### src/rtl/gsab_pkg.sv
// Shared types, constants and exp table builder for the splat blender.
`default_nettype none
package gsab_pkg;

    localparam logic [16:0] ONE_Q16     = 17'd65536;
    localparam logic [15:0] ALPHA_LIMIT = 16'd64881;
    localparam logic [15:0] ALPHA_MIN   = 16'd258;
    localparam logic [16:0] T_FLOOR     = 17'd6;
    localparam logic [15:0] OUT_MAX     = 16'd32768;
    localparam longint unsigned EM1_Q31 = 64'd790015084;

    typedef struct packed {
        logic [15:0] opacity;
        logic [15:0] red;
        logic [15:0] green;
        logic [15:0] blue;
        logic        last;
        logic [11:0] px;
        logic [11:0] py;
    } pass_t;

    typedef struct packed {
        logic [15:0] alpha;
        logic        blend_en;
        logic [15:0] red;
        logic [15:0] green;
        logic [15:0] blue;
        logic        last;
        logic [11:0] px;
        logic [11:0] py;
    } item_t;

    typedef enum logic [1:0] {
        B_IDLE,
        B_MUL,
        B_ACC,
        B_OUT
    } back_state_t;

    function automatic longint unsigned div_small(input longint unsigned t,
                                                  input int unsigned n);
        case (n)
            2:  return t / 64'd2;
            3:  return t / 64'd3;
            4:  return t / 64'd4;
            5:  return t / 64'd5;
            6:  return t / 64'd6;
            7:  return t / 64'd7;
            8:  return t / 64'd8;
            9:  return t / 64'd9;
            10: return t / 64'd10;
            11: return t / 64'd11;
            12: return t / 64'd12;
            13: return t / 64'd13;
            14: return t / 64'd14;
            15: return t / 64'd15;
            16: return t / 64'd16;
            17: return t / 64'd17;
            18: return t / 64'd18;
            19: return t / 64'd19;
            20: return t / 64'd20;
            default: return t;
        endcase
    endfunction

    function automatic longint unsigned exp_frac_q31(input longint unsigned f);
        longint acc;
        longint unsigned term;
        acc  = 64'sd2147483648;
        term = 64'd2147483648;
        for (int unsigned n = 1; n <= 20; n++) begin
            term = div_small((term * f) >> 31, n);
            if (n % 2 == 1) begin
                acc = acc - longint'(term);
            end else begin
                acc = acc + longint'(term);
            end
        end
        if (acc < 0) begin
            acc = 0;
        end
        return longint'(acc);
    endfunction

    function automatic logic [15:0] exp_entry(input longint unsigned x);
        longint unsigned ip;
        longint unsigned p;
        longint unsigned r;
        ip = x >> 31;
        p  = 64'd2147483648;
        for (longint unsigned i = 0; i < 16; i++) begin
            if (i < ip) begin
                p = (p * EM1_Q31 + 64'd1073741824) >> 31;
            end
        end
        r = (p * exp_frac_q31(x & 64'h7FFF_FFFF) + 64'd1073741824) >> 31;
        r = (r + 64'd16384) >> 15;
        if (r > 64'd65535) begin
            r = 64'd65535;
        end
        return r[15:0];
    endfunction

endpackage
`default_nettype wire

### src/rtl/gsab_queue.sv
// Short queue between the front pipeline and the blending back end.
`default_nettype none
module gsab_queue (
    input  wire logic            aclk,
    input  wire logic            aresetn,
    input  wire logic            push,
    input  wire gsab_pkg::item_t wdata,
    output logic                 full,
    input  wire logic            pop,
    output logic                 nonempty,
    output gsab_pkg::item_t      rdata
);
    import gsab_pkg::*;

    localparam int DEPTH = 4;
    localparam int AW    = $clog2(DEPTH);

    item_t          mem_reg [DEPTH];
    logic [AW-1:0]  wr_reg, rd_reg;
    logic [AW:0]    cnt_reg;

    assign full     = (cnt_reg == (AW + 1)'(DEPTH));
    assign nonempty = (cnt_reg != '0);
    assign rdata    = mem_reg[rd_reg];

    always_ff @(posedge aclk) begin
        if (!aresetn) begin
            wr_reg  <= '0;
            rd_reg  <= '0;
            cnt_reg <= '0;
        end else begin
            if (push) begin
                wr_reg <= wr_reg + 1'b1;
            end
            if (pop) begin
                rd_reg <= rd_reg + 1'b1;
            end
            cnt_reg <= cnt_reg + (AW + 1)'(push) - (AW + 1)'(pop);
        end
    end

    always_ff @(posedge aclk) begin
        if (push) begin
            mem_reg[wr_reg] <= wdata;
        end
    end

endmodule
`default_nettype wire

### config.mk
export PLATFORM = sky130hd
export DESIGN_NAME = gsab_queue
export DESIGN_NICKNAME = d
export VERILOG_FILES = /design/src/rtl/gsab_pkg.sv /design/src/rtl/gsab_queue.sv
export SDC_FILE = /design/constraint.sdc
export NUM_CORES = 1
export LEC_CHECK = 0
export BUFFER_PORTS_ARGS = -buffer_cell sky130_fd_sc_hd__buf_4
export CAP_MARGIN = 20
export CORE_ASPECT_RATIO = 1.2
export CORE_MARGIN = 3
export CORE_UTILIZATION = 57
export DETAILED_ROUTE_END_ITERATION = 12
export HOLD_SLACK_MARGIN = 0.05
export PLACE_DENSITY = 0.86
export SYNTH_ARGS = -nofsm -noshare
export SYNTH_HDL_FRONTEND = slang
export SYNTH_SLANG_ARGS = --single-unit
### constraint.sdc
create_clock -name aclk -period 4.45 [get_ports aclk]
set_input_delay 0.6675 -clock aclk [delete_from_list [all_inputs] [get_ports aclk]]
set_output_delay 0.6675 -clock aclk [all_outputs]
set_load 0.02 [all_outputs]
== Yosys cells after proc, flatten, opt, wreduce, memory -nomap -nowiden ==
Memories as Yosys holds them, arrays and structs flattened. A register that Yosys moved wholly into a read port is not among the register bits.
Cells that the tools add are included.
Word-level totals
  flip-flop bits (word level): 7
  RAM bits: 360
  memories kept: 1
  input port bits: 94
Operators by class
  $add $sub $neg: 4
  reduce and logical (&&, ||, !) cells: 1
  multiplexer cells: 4
  equal/unequal tests: 1
Memory list
  mem_reg: words 4, width 90, rd ports 1, clocked after Yosys merged registers in 1, write ports 1, RTL line gsab_queue.sv:18  | item_t mem_reg [DEPTH];
Operators by type and width (number)
  2-bit by 1-bit adder with 2-bit output, second input constant: 2
  2-bit 2-to-1 mux: 2
  3-bit by 1-bit adder with 3-bit output: 1
  3-bit equality test, second input constant: 1
  3-bit nonzero test: 1
  3-bit by 1-bit subtractor with 3-bit output: 1
  1-bit 2-to-1 mux: 2

== Logic depth before layout (Yosys ltp) ==
  depth after elaboration: 3
  depth in mapped cells: 7
  depth with buffers taken out: 7

== Worst setup path after synthesis ==
No wires, ideal clock.
  path type: input port to flip-flop
  start: input port push
  end: memory mem_reg[0][0] (netlist name) (enable)
  required time: 3.992 ns
  path slack: 1.238 ns
  arrival: 2.753 ns
  setup time: 0.458 ns
  stages: 1
  path through: and2_1
Between the ends
  cells in the longest elaborated chain, start to end: 2
Ends and longest elaborated chain
  from (decl): RTL line gsab_queue.sv:6  | input wire logic push,
  1-bit 2-to-1 mux: RTL line gsab_queue.sv:43  | if (push) begin
  1-bit 2-to-1 mux (implied by the code): RTL line gsab_queue.sv:44  | mem_reg[wr_reg] <= wdata;
  to (decl): RTL line gsab_queue.sv:18
No other way between the ends.

==> results.json <==
{
  "place_congestion": 0.7243,
  "holdPathStages": 1,
  "cts_root_buf": "clkbuf_16",
  "drv_cap": 0,
  "fin_skew_ns": 0.007145,
  "r2r_start": "wr_reg[0]",
  "hp-start": "wdata[62]",
  "design.core.area_mm2": 0.02328,
  "area_growth_pct": 20.88,
  "ir_drop_uv": 423.4,
  "synth_compound_area_share_pct": 0.1110,
  "r2r_setup_slack_ns": 2.45,
  "slowest_stage": "dfxtp_4",
  "nets": 829,
  "row_count": 61,
  "largest_reg_flops": 360,
  "synth-simple-area-share_pct": 0.5644,
  "grtUsageMet3_pct": 5.551,
  "cp_num_buf_inv": 2,
  "synth_fa_ha_area_share_pct": 0.7032,
  "final_antenna_net_count": 0,
  "crit_path_start_kind": "flip-flop",
  "synth_xor_area_share_pct": 0.3054,
  "drive_gt1_share_pct": 45.76,
  "globalRoute.busiestLayer": "met2",
  "grt_use_met2_pct": 32.85,
  "cts_max_level": 2,
  "r2r_end": "mem_reg[2][2]",
  "vias": 6041,
  "grtUsageTotal_pct": 19.52,
  "numCtsBuffers": 35,
  "cts_setup_buffers": 0,
  "arrival_ns": 2.46,
  "fin_util_pct": 70.21,
  "synth_area_per_cell_um2": 26.36,
  "wl_per_cell_um": 22.86,
  "portBuffers": 185,
  "syn_nets": 614,
  "slew_violations": 0,
  "synth_top_family_by_area": "multiplexers",
  "antenna_cells": 0,
  "hold_buffers": 0,
  "required_ns": 3.78,
  "yosysSeqAreaShare_pct": 81.28,
  "status": "complete, no violations",
  "p_total_mw": 7.839,
  "grt_pass1_wl_um": 38290,
  "critical-path-top-delay-family": "flip-flops",
  "drt_iter0_drc": 400,
  "start_util_pct": 58.09,
  "ys_seq_elements": 369,
  "grt-ovfl-total": 0,
  "die_h_um": 174.7,
  "cp_max_fo": 31,
  "dp_cells": 1005,
  "die_w_um": 146.6,
  "cts_buffer_depth": 3,
  "min_to": "mem_reg[1][62]",
  "finalHoldViolCount": 0,
  "rsz0062_at_grt": "false",
  "grt_max_degree": 77,
  "period_share_pct": 70.25,
  "whs_ns": 0.3648,
  "synth_mux_area_share_pct": 15.06,
  "tritoncts": "built",
  "die_area_mm2": 0.02561,
  "setup_tns_ns": 0,
  "yosysUniqueCellTypes": 20,
  "maxSlewHeadroom_pct": 46.49,
  "critical_path_class": "flip-flop to output pin",
  "route.detailed.drc": 0,
  "final.fill_count": 1341,
  "syn-instance-count": 513,
  "antenna_found_initial": 0,
  "cts-resized-gates": 0,
  "cts.sinks": 369,
  "hold_path.class": "primary input to flip-flop",
  "finalSetupViolCount": 0,
  "dr.pass1.iters": 6,
  "hpwl_um": 15040,
  "gr-usage-met1_pct": 24.92,
  "io_pins": 186,
  "worst_path_most_repeated_cell": "buf_4",
  "finalCriticalPeriod_ns": 3.126,
  "viasPerCell": 5.651,
  "crit_chain": "buf_4 -> mux4_2 -> buf_4",
  "yosysWarnings": 0,
  "p_leak_nw": 5.550,
  "reg2regPathDepth": 4,
  "fin_cells": 1069,
  "insertion_delay_ns": 0.50,
  "worstMarginPinSlew_ns": 0.8026,
  "grt_pass1_vias": 6657,
  "pwr_density_cell_mw_per_mm2": 479.6,
  "endpoint_kind": "output pin",
  "wirelength_um": 24440,
  "netlist_area_mm2": 0.01352,
  "clkTransAtPathRegs_ns": 0.06,
  "cpPeakStageDelay_ns": 0.75,
  "fmax_ghz": 0.3199
}
where the power goes:
part           switching, mW  internal, mW  leakage (nW)
Combinational          0.473         0.430          1.61
Clock                   1.15          1.73         0.561
Sequential            0.0638          4.00          3.38
per-layer routing:
layer | routed length (um) | vias to the layer above
met5 | 0 | -
met4 | 729 | 0
met3 | 1757 | 47
met2 | 12800 | 223
met1 | 9148 | 3147
li1 | - | 2624
kinds of logic after synthesis:
group                      Yosys count
DFF                                369
muxes                               91
buffers and inverters               27
and+or+nand+nor                     14
adders and majority gates            7
xor gates and xnor gates             3
AOI/OAI and AO/OA                    2
metrics by stage:
step / setup slack (ns) / area [um2]
floorplan: 1.238 / 13520
global placement: 1.771 / 15180
detailed placement: 1.723 / 15180
CTS: 1.180 / 16320
global route: 1.113 / 16340
finish: 1.324 / 16340
Yosys cell counts (all sizes together):
| library cell | count | area (um2) |
|---|---|---|
| a21bo | 1 | 10.01 |
| a21oi | 1 | 5.000 |
| and2 | 6 | 37.54 |
| and3 | 1 | 6.260 |
| buf | 20 | 240.2 |
| dfxtp | 9 | 180.2 |
| edfxtp | 360 | 10810 |
| fa | 1 | 20.02 |
| ha | 6 | 75.07 |
| inv | 7 | 26.28 |
| mux2i | 1 | 10.01 |
| mux4 | 90 | 2027 |
| nand3b | 1 | 7.510 |
| nor2 | 5 | 18.77 |
| or3 | 1 | 6.260 |
| xnor2 | 2 | 17.52 |
| xor3 | 1 | 23.77 |
layout make-up:
cell class / instances / area (um2) / share of cell area [%]
multi-input cells: 117 / 2275 / 13.92
clock inverters: 16 / 148.9 / 0.9110
clock buffers: 47 / 983.4 / 6.017
well taps: 315 / 394.1 / 2.411
repair buffers: 198 / 1519 / 9.293
inverters: 7 / 26.28 / 0.1608
flip-flops and latches: 369 / 11000 / 67.29
layout by cell type (no fill, tap or decap):
master     netlist  layout
edfxtp_1       360     360
buf_4            0     196
mux4_2          90      90
clkbuf_16        0      37
clkbuf_1         0       8
clkinv_2         0       8
inv_1            7       7
dfxtp_1          9       7
ha_1             6       6
nor2_1           5       5
clkinv_1         0       5
and2_4           0       4
bufinv_16        0       3
and2_1           6       2
xnor2_1          2       2
dfxtp_4          0       2
clkbuf_8         0       2
or3_1            1       1
and3_1           1       1
a21bo_2          1       1
nand3b_1         1       1
a21oi_1          1       1
mux2i_1          1       1
xor3_1           1       1
fa_1             1       1
buf_16           0       1
buf_12           9       1
worst max path at each step:
stage               from       endpoint  slack (ns)  cells past startpoint
2_1_floorplan       push  mem_reg[0][0]        1.24                      1
3_3_place_gp   flip-flop      rdata[34]        1.77                      3
3_5_place_dp   flip-flop      rdata[34]        1.72                      3
4_1_cts        flip-flop      rdata[34]        1.18                      3
5_1_grt        flip-flop      rdata[85]        1.11                      3
6_report       flip-flop      rdata[85]        1.32                      3
Note: power is estimated with default switching activity, not from simulation.
