[src/rtl/gsab_pkg.sv]
// Shared types, constants and exp table builder for the splat blender.
`default_nettype none
package gsab_pkg;

    localparam logic [16:0] ONE_Q16     = 17'd65536;
    localparam logic [15:0] ALPHA_LIMIT = 16'd64881;
    localparam logic [15:0] ALPHA_MIN   = 16'd258;
    localparam logic [16:0] T_FLOOR     = 17'd6;
    localparam logic [15:0] OUT_MAX     = 16'd32768;
    localparam longint unsigned EM1_Q31 = 64'd790015084;

    typedef struct packed {
        logic [15:0] opacity;
        logic [15:0] red;
        logic [15:0] green;
        logic [15:0] blue;
        logic        last;
        logic [11:0] px;
        logic [11:0] py;
    } pass_t;

    typedef struct packed {
        logic [15:0] alpha;
        logic        blend_en;
        logic [15:0] red;
        logic [15:0] green;
        logic [15:0] blue;
        logic        last;
        logic [11:0] px;
        logic [11:0] py;
    } item_t;

    typedef enum logic [1:0] {
        B_IDLE,
        B_MUL,
        B_ACC,
        B_OUT
    } back_state_t;

    function automatic longint unsigned div_small(input longint unsigned t,
                                                  input int unsigned n);
        case (n)
            2:  return t / 64'd2;
            3:  return t / 64'd3;
            4:  return t / 64'd4;
            5:  return t / 64'd5;
            6:  return t / 64'd6;
            7:  return t / 64'd7;
            8:  return t / 64'd8;
            9:  return t / 64'd9;
            10: return t / 64'd10;
            11: return t / 64'd11;
            12: return t / 64'd12;
            13: return t / 64'd13;
            14: return t / 64'd14;
            15: return t / 64'd15;
            16: return t / 64'd16;
            17: return t / 64'd17;
            18: return t / 64'd18;
            19: return t / 64'd19;
            20: return t / 64'd20;
            default: return t;
        endcase
    endfunction

    function automatic longint unsigned exp_frac_q31(input longint unsigned f);
        longint acc;
        longint unsigned term;
        acc  = 64'sd2147483648;
        term = 64'd2147483648;
        for (int unsigned n = 1; n <= 20; n++) begin
            term = div_small((term * f) >> 31, n);
            if (n % 2 == 1) begin
                acc = acc - longint'(term);
            end else begin
                acc = acc + longint'(term);
            end
        end
        if (acc < 0) begin
            acc = 0;
        end
        return longint'(acc);
    endfunction

    function automatic logic [15:0] exp_entry(input longint unsigned x);
        longint unsigned ip;
        longint unsigned p;
        longint unsigned r;
        ip = x >> 31;
        p  = 64'd2147483648;
        for (longint unsigned i = 0; i < 16; i++) begin
            if (i < ip) begin
                p = (p * EM1_Q31 + 64'd1073741824) >> 31;
            end
        end
        r = (p * exp_frac_q31(x & 64'h7FFF_FFFF) + 64'd1073741824) >> 31;
        r = (r + 64'd16384) >> 15;
        if (r > 64'd65535) begin
            r = 64'd65535;
        end
        return r[15:0];
    endfunction

endpackage
`default_nettype wire

[src/rtl/gsab_back.sv]
// Back end: transmittance update, colour accumulation and pixel output.
`default_nettype none
module gsab_back (
    input  wire logic            aclk,
    input  wire logic            aresetn,
    input  wire logic            q_nonempty,
    input  wire gsab_pkg::item_t q_item,
    output logic                 q_pop,
    output logic                 m_valid,
    input  wire logic            m_ready,
    output logic [11:0]          m_out_x,
    output logic [11:0]          m_out_y,
    output logic [15:0]          m_pixel_red,
    output logic [15:0]          m_pixel_green,
    output logic [15:0]          m_pixel_blue
);
    import gsab_pkg::*;

    back_state_t state_reg, state_next;
    item_t       cur_reg;
    logic [16:0] t_reg, ta_reg, tn_reg;
    logic        sat_reg, act_reg;
    logic [31:0] sr_reg, sg_reg, sb_reg;
    logic        m_valid_reg;
    logic [11:0] ox_reg, oy_reg;
    logic [15:0] or_reg, og_reg, ob_reg;

    logic [33:0] ta_prod, tn_prod;
    logic [32:0] ir, ig, ib;
    logic [32:0] nr, ng, nb;

    assign m_valid       = m_valid_reg;
    assign m_out_x       = ox_reg;
    assign m_out_y       = oy_reg;
    assign m_pixel_red   = or_reg;
    assign m_pixel_green = og_reg;
    assign m_pixel_blue  = ob_reg;

    function automatic logic [15:0] to_out(input logic [31:0] s);
        logic [32:0] v;
        v = (33'(s) + 33'd1) >> 1;
        return (v > 33'(OUT_MAX)) ? OUT_MAX : v[15:0];
    endfunction

    always_comb begin
        ta_prod = 34'(t_reg) * 34'(cur_reg.alpha) + 34'h8000;
        tn_prod = 34'(t_reg) * 34'(ONE_Q16 - 17'(cur_reg.alpha)) + 34'h8000;
        ir = 33'(sr_reg) + 33'((34'(ta_reg) * 34'(cur_reg.red) + 34'h2000) >> 14);
        ig = 33'(sg_reg) + 33'((34'(ta_reg) * 34'(cur_reg.green) + 34'h2000) >> 14);
        ib = 33'(sb_reg) + 33'((34'(ta_reg) * 34'(cur_reg.blue) + 34'h2000) >> 14);
        nr = ir[32] ? 33'h0_FFFF_FFFF : ir;
        ng = ig[32] ? 33'h0_FFFF_FFFF : ig;
        nb = ib[32] ? 33'h0_FFFF_FFFF : ib;
    end

    always_ff @(posedge aclk) begin
        if (!aresetn) begin
            state_reg <= B_IDLE;
        end else begin
            state_reg <= state_next;
        end
    end

    always_comb begin
        state_next = state_reg;
        q_pop      = 1'b0;
        case (state_reg)
            B_IDLE: begin
                if (q_nonempty && (!q_item.last || !m_valid_reg)) begin
                    q_pop      = 1'b1;
                    state_next = B_MUL;
                end
            end
            B_MUL:   state_next = B_ACC;
            B_ACC:   state_next = cur_reg.last ? B_OUT : B_IDLE;
            B_OUT:   state_next = B_IDLE;
            default: state_next = B_IDLE;
        endcase
    end

    always_ff @(posedge aclk) begin
        if (!aresetn) begin
            t_reg       <= ONE_Q16;
            sat_reg     <= 1'b0;
            sr_reg      <= '0;
            sg_reg      <= '0;
            sb_reg      <= '0;
            m_valid_reg <= 1'b0;
            act_reg     <= 1'b0;
        end else begin
            if (m_valid_reg && m_ready) begin
                m_valid_reg <= 1'b0;
            end
            case (state_reg)
                B_MUL: begin
                    act_reg <= cur_reg.blend_en && !sat_reg;
                end
                B_ACC: begin
                    if (act_reg) begin
                        sr_reg  <= nr[31:0];
                        sg_reg  <= ng[31:0];
                        sb_reg  <= nb[31:0];
                        t_reg   <= tn_reg;
                        sat_reg <= (tn_reg <= T_FLOOR);
                    end
                end
                B_OUT: begin
                    m_valid_reg <= 1'b1;
                    t_reg       <= ONE_Q16;
                    sat_reg     <= 1'b0;
                    sr_reg      <= '0;
                    sg_reg      <= '0;
                    sb_reg      <= '0;
                end
                default: ;
            endcase
        end
    end

    always_ff @(posedge aclk) begin
        if (q_pop) begin
            cur_reg <= q_item;
        end
        if (state_reg == B_MUL) begin
            ta_reg <= ta_prod[32:16];
            tn_reg <= tn_prod[32:16];
        end
        if (state_reg == B_OUT) begin
            ox_reg <= cur_reg.px;
            oy_reg <= cur_reg.py;
            or_reg <= to_out(sr_reg);
            og_reg <= to_out(sg_reg);
            ob_reg <= to_out(sb_reg);
        end
    end

endmodule
`default_nettype wire

[config.mk]
export PLATFORM = sky130hd
export DESIGN_NAME = gsab_back
export DESIGN_NICKNAME = d
export VERILOG_FILES = /design/src/rtl/gsab_pkg.sv /design/src/rtl/gsab_back.sv
export SDC_FILE = /design/constraint.sdc
export NUM_CORES = 2
export LEC_CHECK = 0
export BUFFER_PORTS_ARGS = -buffer_cell sky130_fd_sc_hd__buf_4
export CORE_MARGIN = 1.5
export CORE_UTILIZATION = 45
export CTS_BUF_LIST = sky130_fd_sc_hd__clkbuf_16
export CTS_CLUSTER_SIZE = 8
export DETAILED_ROUTE_END_ITERATION = 12
export PLACE_DENSITY_LB_ADDON = 0.08
export REMOVE_ABC_BUFFERS = 1
export SYNTH_ARGS = -nofsm -noshare
export SYNTH_HDL_FRONTEND = slang
export SYNTH_SLANG_ARGS = --single-unit
[constraint.sdc]
create_clock -name aclk -period 10.4 [get_ports aclk]
set_clock_uncertainty 0.05 [all_clocks]
set_input_delay 2.08 -clock aclk [delete_from_list [all_inputs] [get_ports aclk]]
set_output_delay 2.08 -clock aclk [all_outputs]
set_load 0.03 [all_outputs]
# ---- After elaboration in Yosys (flattened, before gate mapping)
# Cells that the tools add are included.
dict set report word_totals {
  inputBits 94
  out_inout_bits 74
  regBits 314
}
dict set report op_classes {
  mux 20
  reduce_logical 11
  multipliers 5
  n_eq_ne 5
  magnitude_cmp 4
  addsub 12
}
# op count
set ops {}
lappend ops {{two-way mux 32 bit} 6}
lappend ops {{case mux 32 bit (2 select lines)} 3}
lappend ops {{multiplier 17 x 16 -> 33 bit} 4}
lappend ops {{adder 33 x 14 -> 34 bit (second input constant)} 3}
lappend ops {{adder 32 x 1 -> 33 bit (second input constant)} 3}
lappend ops {{adder 32 x 20 -> 33 bit} 3}
lappend ops {{greater-than comparator 32 x 16 -> 1 bit (second input constant)} 3}
lappend ops {{adder 33 x 16 -> 33 bit (second input constant)} 2}
lappend ops {{case mux 17 bit (2 select lines)} 1}
lappend ops {{multiplier 18 x 18 -> 33 bit} 1}
lappend ops {{subtractor 17 x 16 -> 18 bit (first input constant)} 1}
lappend ops {{<= comparator 17 x 3 -> 1 bit (second input constant)} 1}
lappend ops {{two-way mux 17 bit} 1}
lappend ops {{case mux 2 bit (4 select lines)} 1}
lappend ops {{two-way mux 1 bit} 5}
lappend ops {{== test 2 bit (second input constant)} 2}
lappend ops {{two-way mux 2 bit} 2}
lappend ops {{!= test 2 bit (second input constant)} 2}
lappend ops {{nonzero test 2 bit} 2}
lappend ops {{logical AND 1 bit} 3}
lappend ops {{zero test 1 bit} 3}
lappend ops {{== test 2 x 1 -> 1 bit (second input constant)} 1}
lappend ops {{zero test 2 bit} 1}
lappend ops {{case mux 1 bit (2 select lines)} 1}
lappend ops {{2 further kinds} 2}

# ---- Depth between registers and ports, before layout
dict set report logic_depth {
  word_depth 6
  mapped_depth 36
}

# ---- Worst setup path before layout
# No wires, ideal clock.
dict set report synth_timing {
  kind {reg-to-reg}
  start {register ta_reg[13]}
  end {register sg_reg[31]}
  slack_ns 2.002
  required_ns 10.223
  arrival_time_ns 8.221
  setup_time_ns 0.127
  period_less_slack_ns 8.398
  stages_incl_launch_ff 31
  path_cell_list {edfxtp_1 clkbuf_1 clkbuf_1 nand2_1 fa_1 inv_1 fa_1 fa_1 fa_1 fa_1 inv_1 fa_1 inv_1 ha_1 a2111oi_0 o21ai_0 o211a_1 a31oi_1 o21ai_1 a211oi_1 a21oi_1 xor2_1 ha_1 and3_1 nand3_1 or3_1 o22a_1 a2111oi_0 a31oi_1 o21ai_0 o21ai_1}
}
dict set report synth_via {
  elab_chain_len 6
}
# element line_no
set synth_lines {}
lappend synth_lines {{start, declared} gsab_back.sv:21} ;# logic [16:0] t_reg, ta_reg, tn_reg;
lappend synth_lines {{start signal, assigned} gsab_back.sv:125} ;# ta_reg <= ta_prod[32:16];
lappend synth_lines {{multiplier 17 x 16 -> 33 bit} gsab_back.sv:49} ;# ig = 33'(sg_reg) + 33'((34'(ta_reg) * 34'(cur_reg.green) + 34'h2000) >> 14);
lappend synth_lines {{adder 33 x 14 -> 34 bit} gsab_back.sv:49}
lappend synth_lines {{adder 32 x 20 -> 33 bit} gsab_back.sv:49}
lappend synth_lines {{two-way mux 32 bit} gsab_back.sv:52} ;# ng = ig[32] ? 33'h0_FFFF_FFFF : ig;
lappend synth_lines {{two-way mux 32 bit} gsab_back.sv:99} ;# if (act_reg) begin
lappend synth_lines {{case mux 32 bit (2 select lines)} gsab_back.sv:94} ;# case (state_reg)
lappend synth_lines {{end signal, assigned} gsab_back.sv:101} ;# sg_reg <= ng[31:0];
lappend synth_lines {{end, declared} gsab_back.sv:23} ;# logic [31:0] sr_reg, sg_reg, sb_reg;
# No other way between the ends. The select of a mux whose other input is x is not followed.
# A chain may end at the register's enable or synchronous reset.

# ---- Worst setup path after layout
dict set report layout_timing {
  start {register ta_reg[10]}
  end {register sr_reg[15]}
}
dict set report layout_via {
  elab_chain_len 6
}
# element line_no
set layout_lines {}
lappend layout_lines {{multiplier 17 x 16 -> 33 bit} gsab_back.sv:48} ;# ir = 33'(sr_reg) + 33'((34'(ta_reg) * 34'(cur_reg.red) + 34'h2000) >> 14);
lappend layout_lines {{adder 33 x 14 -> 34 bit} gsab_back.sv:48}
lappend layout_lines {{adder 32 x 20 -> 33 bit} gsab_back.sv:48}
lappend layout_lines {{two-way mux 32 bit} gsab_back.sv:51} ;# nr = ir[32] ? 33'h0_FFFF_FFFF : ir;
lappend layout_lines {{two-way mux 32 bit} gsab_back.sv:99}
lappend layout_lines {{case mux 32 bit (2 select lines)} gsab_back.sv:94}
lappend layout_lines {{end signal, assigned} gsab_back.sv:100} ;# sr_reg <= nr[31:0];
lappend layout_lines {{end, declared} gsab_back.sv:23}
# No other way between the ends. The select of a mux whose other input is x is not followed.

==> impl_metrics.json <==
{
  "status": "finished with violations",
  "violations": "design-rule violations",
  "dp_slack_ps": 744.8,
  "slew_viol_final": 0,
  "die_w_um": 370.0,
  "post-route-util": 0.4873,
  "fillers": 12974,
  "clock-sinks": 314,
  "dieArea_um2": 136900,
  "worst_slew_pin_slew_ps": 1248,
  "drc_errors": 20,
  "postRouteAntennaNets": 0,
  "fp.dieH_um": 370.0,
  "synth_area_um2": 60600,
  "drv_cap": 0,
  "antenna_found_initial": 3,
  "yosysSeqAreaShare": 0.1361,
  "worstSkewPairLatency_ps": 660,
  "sw_frac_of_total": 0.5121,
  "synth.distinct_cells": 93,
  "max_slew_margin": 0.1652,
  "cts-root-buf": "clkbuf_16",
  "firstDrtPassIters": 10,
  "clkTransAtPathRegs_ps": 60,
  "rows": 134,
  "cp_slowest_stage_delay_ps": 1000,
  "hold_viol": 0,
  "synth_warnings": 0,
  "worst-path-max-fanout": 22,
  "crit_family": "adder cells",
  "track_usage": 0.2346,
  "portBuffers": 167,
  "holdWs_ps": 365.0,
  "synthArstFlopShare": 0,
  "clk_path_buf_depth": 3,
  "grt_max_degree": 63,
  "combPwrFrac": 0.853,
  "cp_common_cell": "fa_1",
  "drtIter0Drc": 2146,
  "synth_edf_count": 196,
  "area_growth_pct": 7.458,
  "synth_ff_type": "edfxtp_1",
  "place_congestion": 0.8821,
  "syn_inst": 6667,
  "ys_seq_elements": 314,
  "crit_path_start_kind": "flop",
  "dr_total_vias": 43901,
  "io_pins": 168,
  "intPower_mw": 9.999,
  "cts_buffers": 47,
  "tritoncts": "done",
  "crit_buf_inv": 5,
  "clockPowerShare": 0.071,
  "wl_mm": 155.6,
  "cp_slowest_cell": "edfxtp_1",
  "final.setup.worst_slack_ps": 831.8,
  "fmax_mhz": 104.5,
  "wire_per_inst_um": 18.36,
  "layout_min_cycle_time_ps": 9568,
  "cts.repair.resized": 0,
  "post-route-period-util": 0.9200,
  "grt_pass1_vias": 46752,
  "endpoint_kind": "flop",
  "peakVddDrop_mv": 0.5183,
  "cp.arrival_ps": 10020,
  "power.density_nw_per_um2": 314.7,
  "fin_nets": 8478,
  "syn_area_per_cell_um2": 9.090,
  "dp_hpwl_mm": 120.8,
  "grt_overflow": 0,
  "initial_utilization": 0.4535,
  "hold_path_class": "flop to flop",
  "cts-htree-levels": 2,
  "p_sw_mw": 10.50,
  "setup_viol": 0,
  "seqPwrFrac": 0.075,
  "fin_setup_tns_ps": 0,
  "crit_type": "flop to flop",
  "grt_pass1_wl_mm": 254.4,
  "largest_reg_flops": 90,
  "drive_above_1_share": 0.06011,
  "core_area_um2": 133600,
  "cp.required_ps": 10850,
  "viasPerCell": 5.179,
  "p_leak_nw": 31.54,
  "rsz0062_at_grt": "false"
}
[per-layer routing]
| metal | share of wire | GRT usage | vias up |
|---|---|---|---|
| li1 | - | - | 20591 |
| met1 | 0.45 | 0.3170 | 22339 |
| met2 | 0.49 | 0.4075 | 807 |
| met3 | 0.039 | 0.02193 | 162 |
| met4 | 0.021 | 0.05091 | 2 |
| met5 | 0.000084 | 0 | - |
[cell usage after synthesis, drive strengths merged, types with 19 or more instances]
| cell | count | area [µm²] |
|---|---|---|
| xor2 | 70 | 613.1 |
| o21ai | 167 | 839.6 |
| clkbuf | 298 | 1121 |
| a21o | 57 | 427.9 |
| a31oi | 23 | 143.9 |
| a21boi | 50 | 375.4 |
| o21a | 29 | 217.7 |
| nand4 | 51 | 325.3 |
| dfxtp | 118 | 2362 |
| ha | 658 | 8233 |
| nor2b | 35 | 219.0 |
| and3 | 25 | 158.9 |
| nor2 | 185 | 719.4 |
| buf | 34 | 188.9 |
| nor3 | 69 | 375.4 |
| nand2 | 909 | 3412 |
| edfxtp | 196 | 5886 |
| xnor2 | 139 | 1217 |
| nor4 | 35 | 295.3 |
| and2 | 654 | 4091 |
| a21oi | 143 | 715.7 |
| nand3 | 74 | 370.4 |
| a22oi | 19 | 142.6 |
| a211oi | 19 | 157.7 |
| fa | 1061 | 21240 |
| inv | 1340 | 5030 |
[power groups by stage]
| stage | logic [mW] | clock network (mW) | registers, mW |
|---|---|---|---|
| 2_1_floorplan | 14.0 | 0 | 1.55 |
| 3_3_place_gp | 17.5 | 0 | 1.57 |
| 3_5_place_dp | 17.6 | 0 | 1.57 |
| 4_1_cts | 17.7 | 1.52 | 1.54 |
| 5_1_grt | 20.2 | 1.56 | 1.56 |
| 6_report | 17.5 | 1.46 | 1.54 |
[placed cells by master, fill, tap and decap left out, types with 10 or more instances in the layout]
cell type	Yosys	layout
o21bai_1	18	18
nand4_1	50	50
a21boi_0	49	49
and3_1	23	23
o21a_1	29	29
fa_1	1061	1061
o21ai_0	150	149
nor4_1	27	27
o2bb2ai_1	10	10
o211ai_1	14	14
a21oi_1	143	143
a211oi_1	16	16
nand3_1	74	74
dfxtp_1	118	116
xor2_1	70	70
buf_4	5	278
ha_1	658	658
clkbuf_16	0	47
o21ai_1	16	16
nor2b_1	35	35
edfxtp_1	196	196
nand2b_1	18	18
and2_1	654	653
a21o_1	57	57
or2_2	11	11
and4_1	11	11
a31oi_1	23	23
or3_1	16	16
xnor2_1	139	135
inv_1	1340	1369
nand2_1	909	909
a22oi_1	19	19
nor2_1	175	174
nor3_1	63	63
nor2_2	10	10
[timing repair]
action                                  4_1_cts  5_1_grt
hold buffers                                  0        0
endpoints found under the setup margin        0        1
buffers inserted                              0        1
[cells by family after synthesis]
logic type	Yosys count	synth area share
AO/OA/AOI/OAI	634	0.06834
XOR/XNOR	209	0.03021
adder cells (fa/ha/maj)	1719	0.4864
buffers and inverters	1672	0.1046
flip-flops	314	0.1361
multiplexers	4	0.0006607
AND/OR/NAND/NOR	2115	0.1737
[worst paths after layout]
kind	end	slack, ps	depth (start not counted)	from
min reg2reg	m_out_x[7]	370	0	cur_reg[19]
min	m_out_x[7]	370	0	cur_reg[19]
max	sr_reg[15]	830	29	ta_reg[10]
max reg2reg	sr_reg[15]	830	29	ta_reg[10]
[through the flow]
| stage | power, mW | instances | cell area (µm²) |
|---|---|---|---|
| 6_report | 20.49 | 8476 | 65120 |
| 5_1_grt | 23.34 | 8472 | 65110 |
| 4_1_cts | 20.82 | 8471 | 65100 |
| 3_5_place_dp | 19.14 | 8383 | 63680 |
| 3_3_place_gp | 19.08 | 8383 | 63680 |
| 2_1_floorplan | 15.59 | 6335 | 59290 |
[cell type report]
class / count / area [µm²] / share of cell area
well taps: 1768 / 2212 / 0.03397
inverters: 1340 / 5032 / 0.07728
multi-input cells: 4681 / 46060 / 0.7074
clock inverters: 41 / 237.7 / 0.003651
flip-flops and latches: 314 / 8250 / 0.1267
diodes: 4 / 10.01 / 0.0001537
repair buffers: 281 / 2138 / 0.03284
clock buffers: 47 / 1176 / 0.01806
No activity file was read; power rests on OpenSTA's default activity.
